<file path="src/sv/spq_pkg.sv">
// spq_pkg: shared types and codes for the sorted priority queue
// request and result words, controller commands and status, state encoding
// no dependencies
package spq_pkg;

    localparam logic OP_PUSH = 1'b0;
    localparam logic OP_POP  = 1'b1;

    typedef enum logic [1:0] {
        STATUS_OK    = 2'd0,
        STATUS_FULL  = 2'd1,
        STATUS_EMPTY = 2'd2
    } status_t;

    typedef struct packed {
        logic        opcode;
        logic [31:0] entry_key;
        logic [31:0] entry_value;
    } req_t;

    typedef struct packed {
        logic [31:0] popped_value;
        logic [31:0] head_value;
        logic [4:0]  entry_count;
        logic        is_empty;
        status_t     status;
    } rsp_t;

    typedef enum logic {
        CTRL_IDLE = 1'b0,
        CTRL_HOLD = 1'b1
    } ctrl_state_t;

    typedef struct packed {
        logic    load;
        logic    push;
        logic    pop;
        status_t status;
    } dp_cmd_t;

    typedef struct packed {
        logic full;
        logic empty;
    } dp_stat_t;

endpackage

</file>
<file path="src/sv/sorted_priority_queue_core.sv">
// sorted_priority_queue_core: top level of the sorted priority queue
// joins the handshake controller and the cell datapath
// depends on spq_pkg, spq_ctrl, spq_dp
//
// usage
//   req channel (req_valid/req_ready/req): one request per handshake, push
//   (key, value) or pop head. rsp channel (rsp_valid/rsp_ready/rsp): one
//   result per request with popped value, head value, count, empty and status.
//   cfg channel (cfg_valid/cfg_ready/cfg_data): sets descending order; always
//   ready, write only while no request is in flight.
// latency: the result is valid the cycle after the request is taken
// throughput: one request per cycle while rsp_ready is high; all cells compare
//   the new key in parallel and shift in one step
// stalls: the result register holds while rsp_ready is low; a new request is
//   taken only in a cycle where that result leaves
// reset: queue empty, ascending order, no result pending
// push to a full queue is dropped with status full; pop on empty reports
//   status empty and leaves the queue unchanged
module sorted_priority_queue_core
    import spq_pkg::*;
#(
    parameter int CAPACITY   = 16,
    parameter int KEY_BITS   = 32,
    parameter int VALUE_BITS = 32
)
(
    input  logic clk,
    input  logic rst_n,
    input  logic req_valid,
    output logic req_ready,
    input  req_t req,
    output logic rsp_valid,
    input  logic rsp_ready,
    output rsp_t rsp,
    input  logic cfg_valid,
    output logic cfg_ready,
    input  logic cfg_data
);

    dp_cmd_t  dp_cmd;
    dp_stat_t dp_stat;

    assign cfg_ready = 1'b1;

    spq_ctrl u_ctrl (
        .clk        (clk),
        .rst_n      (rst_n),
        .req_valid  (req_valid),
        .req_ready  (req_ready),
        .req_opcode (req.opcode),
        .rsp_valid  (rsp_valid),
        .rsp_ready  (rsp_ready),
        .dp_stat    (dp_stat),
        .dp_cmd     (dp_cmd)
    );

    spq_dp #(
        .CAPACITY   (CAPACITY),
        .KEY_BITS   (KEY_BITS),
        .VALUE_BITS (VALUE_BITS)
    ) u_dp (
        .clk       (clk),
        .rst_n     (rst_n),
        .cfg_write (cfg_valid && cfg_ready),
        .cfg_data  (cfg_data),
        .req       (req),
        .dp_cmd    (dp_cmd),
        .dp_stat   (dp_stat),
        .rsp       (rsp)
    );

endmodule

</file>
<file path="src/sv/spq_ctrl.sv">
// spq_ctrl: request/result handshake controller of the sorted priority queue
// decodes each request into datapath commands and tracks the result register
// depends on spq_pkg
module spq_ctrl
    import spq_pkg::*;
(
    input  logic     clk,
    input  logic     rst_n,
    input  logic     req_valid,
    output logic     req_ready,
    input  logic     req_opcode,
    output logic     rsp_valid,
    input  logic     rsp_ready,
    input  dp_stat_t dp_stat,
    output dp_cmd_t  dp_cmd
);

    ctrl_state_t state_reg;
    ctrl_state_t state_next;
    logic        accept;

    always_ff @(posedge clk or negedge rst_n)
    begin
        if (!rst_n)
        begin
            state_reg <= CTRL_IDLE;
        end
        else
        begin
            state_reg <= state_next;
        end
    end

    always_comb
    begin
        state_next    = state_reg;
        rsp_valid     = 1'b0;
        req_ready     = 1'b1;
        accept        = 1'b0;
        dp_cmd        = '0;
        dp_cmd.status = STATUS_OK;
        unique case (state_reg)
            CTRL_IDLE:
            begin
                req_ready = 1'b1;
                rsp_valid = 1'b0;
            end
            CTRL_HOLD:
            begin
                req_ready = rsp_ready;
                rsp_valid = 1'b1;
                if (rsp_ready)
                begin
                    state_next = CTRL_IDLE;
                end
            end
            default:
            begin
                state_next = CTRL_IDLE;
            end
        endcase
        accept = req_valid && req_ready;
        if (accept)
        begin
            state_next  = CTRL_HOLD;
            dp_cmd.load = 1'b1;
            if (req_opcode == OP_PUSH)
            begin
                if (dp_stat.full)
                begin
                    dp_cmd.status = STATUS_FULL;
                end
                else
                begin
                    dp_cmd.push = 1'b1;
                end
            end
            else
            begin
                if (dp_stat.empty)
                begin
                    dp_cmd.status = STATUS_EMPTY;
                end
                else
                begin
                    dp_cmd.pop = 1'b1;
                end
            end
        end
    end

    assert property (@(posedge clk) disable iff (!rst_n)
        dp_cmd.push |-> !dp_stat.full)
        else $error("push issued on full queue");

    assert property (@(posedge clk) disable iff (!rst_n)
        dp_cmd.pop |-> !dp_stat.empty)
        else $error("pop issued on empty queue");

    assert property (@(posedge clk) disable iff (!rst_n)
        (req_valid && req_ready) |=> rsp_valid)
        else $error("accepted request produced no result");

endmodule

</file>
<file path="src/sv/spq_dp.sv">
// spq_dp: shift-register cell array, occupancy count and result register
// inserts by parallel key compare, pops by shifting toward the head
// depends on spq_pkg
module spq_dp
    import spq_pkg::*;
#(
    parameter int CAPACITY   = 16,
    parameter int KEY_BITS   = 32,
    parameter int VALUE_BITS = 32
)
(
    input  logic     clk,
    input  logic     rst_n,
    input  logic     cfg_write,
    input  logic     cfg_data,
    input  req_t     req,
    input  dp_cmd_t  dp_cmd,
    output dp_stat_t dp_stat,
    output rsp_t     rsp
);

    localparam int CNT_W = $clog2(CAPACITY + 1);

    logic [KEY_BITS-1:0]   key_reg [CAPACITY];
    logic [VALUE_BITS-1:0] val_reg [CAPACITY];
    logic [KEY_BITS-1:0]   key_up  [CAPACITY];
    logic [VALUE_BITS-1:0] val_up  [CAPACITY];
    logic [KEY_BITS-1:0]   key_dn  [CAPACITY];
    logic [VALUE_BITS-1:0] val_dn  [CAPACITY];
    logic [CAPACITY-1:0]   ins;
    logic [CAPACITY-1:0]   ahead;
    logic [CAPACITY-1:0]   at_pos;
    logic [CAPACITY-1:0]   shift_dn;
    logic [CNT_W-1:0]      count_reg;
    logic [CNT_W-1:0]      count_next;
    logic                  desc_reg;
    logic [63:0]           key_wide;
    logic [63:0]           val_wide;
    logic [KEY_BITS-1:0]   new_key;
    logic [VALUE_BITS-1:0] new_val;
    logic [VALUE_BITS-1:0] head_next;
    logic [63:0]           head_wide;
    logic [63:0]           pop_wide;
    rsp_t                  rsp_reg;
    rsp_t                  rsp_next;

    assign key_wide = {32'd0, req.entry_key};
    assign val_wide = {32'd0, req.entry_value};
    assign new_key  = key_wide[KEY_BITS-1:0];
    assign new_val  = val_wide[VALUE_BITS-1:0];

    assign dp_stat.full  = (count_reg == CNT_W'(CAPACITY));
    assign dp_stat.empty = (count_reg == '0);

    genvar gi;
    generate
        for (gi = 0; gi < CAPACITY; gi++)
        begin : g_cell
            if (gi < CAPACITY - 1)
            begin : g_up
                assign key_up[gi] = key_reg[gi+1];
                assign val_up[gi] = val_reg[gi+1];
            end
            else
            begin : g_last
                assign key_up[gi] = key_reg[gi];
                assign val_up[gi] = val_reg[gi];
            end

            if (gi == 0)
            begin : g_first
                assign ahead[gi]  = 1'b0;
                assign key_dn[gi] = key_reg[gi];
                assign val_dn[gi] = val_reg[gi];
            end
            else
            begin : g_rest
                assign ahead[gi]  = |ins[gi-1:0];
                assign key_dn[gi] = key_reg[gi-1];
                assign val_dn[gi] = val_reg[gi-1];
            end

            assign ins[gi] = (CNT_W'(gi) < count_reg) &&
                             (desc_reg ? (new_key > key_reg[gi]) : (new_key < key_reg[gi]));
            assign at_pos[gi]   = !ahead[gi] && (ins[gi] || (count_reg == CNT_W'(gi)));
            assign shift_dn[gi] = ahead[gi] && (CNT_W'(gi) <= count_reg);

            always_ff @(posedge clk)
            begin
                if (dp_cmd.push)
                begin
                    if (at_pos[gi])
                    begin
                        key_reg[gi] <= new_key;
                        val_reg[gi] <= new_val;
                    end
                    else if (shift_dn[gi])
                    begin
                        key_reg[gi] <= key_dn[gi];
                        val_reg[gi] <= val_dn[gi];
                    end
                end
                else if (dp_cmd.pop)
                begin
                    key_reg[gi] <= key_up[gi];
                    val_reg[gi] <= val_up[gi];
                end
            end
        end
    endgenerate

    always_comb
    begin
        count_next = count_reg;
        head_next  = val_reg[0];
        if (dp_cmd.push)
        begin
            count_next = count_reg + CNT_W'(1);
            head_next  = at_pos[0] ? new_val : val_reg[0];
        end
        else if (dp_cmd.pop)
        begin
            count_next = count_reg - CNT_W'(1);
            head_next  = val_up[0];
        end
    end

    always_comb
    begin
        head_wide = 64'(head_next);
        pop_wide  = 64'(val_reg[0]);
        rsp_next.popped_value = dp_cmd.pop ? pop_wide[31:0] : 32'd0;
        rsp_next.head_value   = (count_next != '0) ? head_wide[31:0] : 32'd0;
        rsp_next.entry_count  = 5'(count_next);
        rsp_next.is_empty     = (count_next == '0);
        rsp_next.status       = dp_cmd.status;
    end

    always_ff @(posedge clk or negedge rst_n)
    begin
        if (!rst_n)
        begin
            count_reg <= '0;
            desc_reg  <= 1'b0;
        end
        else
        begin
            count_reg <= count_next;
            if (cfg_write)
            begin
                desc_reg <= cfg_data;
            end
        end
    end

    always_ff @(posedge clk)
    begin
        if (dp_cmd.load)
        begin
            rsp_reg <= rsp_next;
        end
    end

    assign rsp = rsp_reg;

    assert property (@(posedge clk) disable iff (!rst_n)
        count_reg <= CNT_W'(CAPACITY))
        else $error("occupancy above capacity");

    assert property (@(posedge clk) disable iff (!rst_n)
        !(dp_cmd.push && dp_cmd.pop))
        else $error("push and pop in one cycle");

    assert property (@(posedge clk) disable iff (!rst_n)
        dp_cmd.push |=> count_reg == $past(count_reg) + CNT_W'(1))
        else $error("push did not grow occupancy");

endmodule
</file>
<file path="config.mk">
export PLATFORM = sky130hd
export DESIGN_NAME = sorted_priority_queue_core
export DESIGN_NICKNAME = d
export VERILOG_FILES = /design/src/sv/spq_pkg.sv /design/src/sv/sorted_priority_queue_core.sv /design/src/sv/spq_ctrl.sv /design/src/sv/spq_dp.sv
export SDC_FILE = /design/constraint.sdc
export NUM_CORES = 2
export LEC_CHECK = 0
export BUFFER_PORTS_ARGS = -buffer_cell sky130_fd_sc_hd__buf_2
export CAP_MARGIN = 20
export CORE_ASPECT_RATIO = 1.5
export CORE_MARGIN = 5
export CORE_UTILIZATION = 58
export CTS_CLUSTER_DIAMETER = 120
export DETAILED_ROUTE_END_ITERATION = 16
export HOLD_SLACK_MARGIN = 0.08
export PLACE_DENSITY = 0.81
export SYNTH_ARGS = -nofsm -noshare
export SYNTH_HDL_FRONTEND = slang
export SYNTH_SLANG_ARGS = --single-unit
</file>
<file path="constraint.sdc">
create_clock -name clk -period 10.8 [get_ports clk]
set_input_delay 3.24 -clock clk [delete_from_list [all_inputs] [get_ports clk]]
set_output_delay 3.24 -clock clk [all_outputs]
set_load 0.05 [all_outputs]
</file>
==> reports/summary.json <==
{
  "sta": {
    "max_clock_freq_ghz": 0.112,
    "worst_slew_margin_rel_pct": 15.8,
    "finalWorstPathRequiredPeriod_ns": 8.96,
    "unrepaired_setup_endpoints_after_global_routing": "no",
    "post-route-period-util_pct": 83.0,
    "timing.final.setup_violations": 0,
    "hold_viol_final": 0,
    "final-max-slew-violation-count": 0,
    "tightestPinTransition_ns": 1.25,
    "setup_slack_ns": 1.84,
    "timing.clock.skew_ns": 0.0352
  },
  "setup_path": {
    "regToRegStartpoint": "u_dp.key_reg[2][31]",
    "start_kind": "input pin",
    "cp.arrival_ns": 9.37,
    "launching_instance_or_port_of_the_critical_path": "req[61]",
    "critical_path_class": "in2reg",
    "crit_path_end_kind": "register",
    "critical_path_required_ns": 11.21,
    "crit-reg2reg-capture": "u_dp.val_reg[13][25]",
    "worst-r2r-setup-slack_ns": 4.43,
    "critical_path_peak_fanout": 40,
    "endpoint": "u_dp.val_reg[13][25]",
    "r2r_cells": 13
  },
  "finish": {
    "design.final.nets": 6821,
    "final_area_mm2": 0.0708,
    "syn2layout_area_growth_pct": 7.99,
    "drive_gt1_share_pct": 9.31
  },
  "synth": {
    "ys_async_sr_fraction_pct": 0.635,
    "yosysUniqueCellTypes": 73,
    "netlist_top_cells_area": "sky130_fd_sc_hd__edfxtp_1 50%, sky130_fd_sc_hd__ha_1 9.9%, sky130_fd_sc_hd__nand2_1 4.5%",
    "synth.yosys.seq_area_share_pct": 50.5,
    "yosysWarnings": 0,
    "cell_area_after_synthesis_mm2": 0.0656,
    "yosys-top-cells-count": "1,096 x sky130_fd_sc_hd__edfxtp_1, 780 x sky130_fd_sc_hd__nand2_1, 560 x sky130_fd_sc_hd__a21oi_1",
    "synth_top_area_share_pct": 50.2,
    "synth_edf_count": 1096,
    "synthFlopType": "sky130_fd_sc_hd__edfxtp_1",
    "synth_register_bits": 1103,
    "syn_nets": 6948,
    "yosys.cell_count.top_type": "sky130_fd_sc_hd__edfxtp_1",
    "synthesis.area_per_instance_um2": 10.3,
    "synth_area_leader_cell": "sky130_fd_sc_hd__edfxtp_1",
    "post_synth_inst_count": 6360
  },
  "route": {
    "drc": 0,
    "routed_wire_length_per_instance_um": 26.9,
    "first_pass_iters": 6,
    "detail_route_antenna_nets": 0,
    "dr.first_iter.drc_count": 6844,
    "drt-total-wl_um": 209000,
    "detailroute.via_count": 53500,
    "avgViaCountPerCell": 6.88
  },
  "clock_tree": {
    "clkSinkCount": 1103,
    "cts_max_path_buffers": 3,
    "clk_pin_slew_ns": 0.07,
    "cts_htree_levels": 3,
    "clk-insertion-delay-late_ns": 0.75,
    "cts.repair.resized": 0,
    "postCtsSetupBuffers": 0,
    "clock_tree_from_tritoncts": "built",
    "cts_hold_buffers_added": 0,
    "clockRootBuffer": "sky130_fd_sc_hd__clkbuf_16",
    "total_clock_buffers_created_by_cts": 101
  },
  "placement": {
    "finalWeightedCongestion": 1.04,
    "post_dp_cell_area_mm2": 0.0674,
    "placement_setup_slack_ns": 1.18,
    "io_buffer_count": 144,
    "place.detailed.hpwl_um": 139000
  },
  "floorplanning": {
    "die_ar_mm2": 0.120,
    "horiz_die_dim_um": 285,
    "io_pins": 146,
    "std_cell_rows": 151,
    "core_mm2": 0.113,
    "chipHeight_um": 422,
    "initial_utilization_pct": 58.2
  },
  "global_route": {
    "grt_antenna_before_repair": 9,
    "grt_pass1_vias": 53100,
    "groute.usage.overall_pct": 33.6,
    "grt_start_max_net_pins": 241,
    "grt_overflow_total": 0,
    "grt_pass1_wl_um": 315000
  },
  "power": {
    "power_density_mw_per_mm2": 202,
    "power.static_leakage_nw": 28.1,
    "ir_drop_mv": 0.169
  },
  "worst_hold_path": {
    "holdCritPathClass": "reg2reg"
  },
  "flow_run": {
    "max_cap_viol_count": 0
  },
  "run_status": {
    "run_status": "completed"
  }
}
## worst min-delay path by stage
| stage | start | endpoint | slack, ns | depth (start not counted) |
|---|---|---|---|---|
| after floorplan | u_dp.val_reg[4][0] | u_dp.val_reg[3][0] | 0.52 | 2 |
| after global placement | u_ctrl.state_reg | u_ctrl.state_reg | 0.51 | 2 |
| after detailed placement | u_ctrl.state_reg | u_ctrl.state_reg | 0.52 | 2 |
| after CTS | u_ctrl.state_reg | u_ctrl.state_reg | 0.54 | 2 |
| after global routing | u_dp.key_reg[14][1] | u_dp.key_reg[15][1] | 0.59 | 1 |
| final | u_ctrl.state_reg | u_ctrl.state_reg | 0.54 | 2 |
## stage by stage
stage          hold slack, ns  power [W]  util (%)  TNS, ns  cells
2_1_floorplan           0.521    0.00900         -   -17.00   6360
3_3_place_gp            0.508     0.0103      59.8        0   7579
3_5_place_dp            0.523     0.0105      59.8        0   7581
4_1_cts                 0.543     0.0142      62.8        0   7769
5_1_grt                 0.590     0.0149      62.9        0   7773
6_report                0.540     0.0143      62.9        0   7778
## metal layers
layer  track usage [%]  part of all wire, %  vias to the layer above
met4              24.2                  8.4                        6
met1              40.0                   35                    25800
met5                 0                0.017                        -
met3              6.27                  9.4                      758
met2              54.7                   47                     3324
li1                  -                    -                    23600
## critical path, cell delays in order
cell and delay, ns:
sky130_fd_sc_hd__buf_2 0.54, sky130_fd_sc_hd__ha_1 0.27, sky130_fd_sc_hd__and4_1 0.25, sky130_fd_sc_hd__nand4_1 0.29, sky130_fd_sc_hd__nor2_1 0.87, sky130_fd_sc_hd__a31oi_1 0.64
sky130_fd_sc_hd__mux2_2 0.55, sky130_fd_sc_hd__a2111o_1 0.55, sky130_fd_sc_hd__or4_1 0.81, sky130_fd_sc_hd__nand2_1 0.23, sky130_fd_sc_hd__buf_4 0.50, sky130_fd_sc_hd__o311ai_4 0.19
sky130_fd_sc_hd__buf_4 0.38
## cell type report
class	count	area, um2
diodes	7	17.5
fillers	8803	41800
well taps	1453	1820
flip-flops and latches	1103	33100
clock buffers	117	2630
clock inverters	71	734
repair buffers	238	1530
multi-input cells	4273	29000
inverters	516	1940
## power by group
group | internal [W] | switching (W)
clock network | 0.00204 | 0.00174
logic | 0.00130 | 0.00288
registers | 0.00586 | 0.000508
total | 0.00921 | 0.00512
## cells by family (layout without fill, tap and decap cells)
family | count (synthesis) | after routing | share of synthesized area, %
muxes | 305 | 305 | 4.92
adders and majority gates | 517 | 517 | 9.87
AOI/OAI and AO/OA | 1946 | 1946 | 19.0
other | 1 | 8 | 0.00572
DFF | 1103 | 1103 | 50.5
and+or+nand+nor | 1500 | 1500 | 9.81
buffers and inverters | 984 | 942 | 5.84
xor gates and xnor gates | 4 | 4 | 0.0534
## cells in the final DEF (no fill, tap or decap), types with 56 or more instances in the layout
master / count
sky130_fd_sc_hd__mux2_2: 137
sky130_fd_sc_hd__a31oi_1: 104
sky130_fd_sc_hd__nor2_1: 370
sky130_fd_sc_hd__o221a_1: 60
sky130_fd_sc_hd__buf_2: 146
sky130_fd_sc_hd__mux2i_1: 168
sky130_fd_sc_hd__o21ai_0: 448
sky130_fd_sc_hd__nand4_1: 91
sky130_fd_sc_hd__a221o_1: 78
sky130_fd_sc_hd__inv_1: 514
sky130_fd_sc_hd__ha_1: 517
sky130_fd_sc_hd__nand2_1: 778
sky130_fd_sc_hd__a21o_1: 60
sky130_fd_sc_hd__clkbuf_16: 103
sky130_fd_sc_hd__a22oi_1: 127
sky130_fd_sc_hd__a21oi_1: 556
sky130_fd_sc_hd__o221ai_1: 127
sky130_fd_sc_hd__nand3_1: 88
sky130_fd_sc_hd__buf_4: 84
sky130_fd_sc_hd__o211ai_1: 56
sky130_fd_sc_hd__o22ai_1: 192
sky130_fd_sc_hd__edfxtp_1: 1096
No activity file was read; power rests on OpenSTA's default activity.
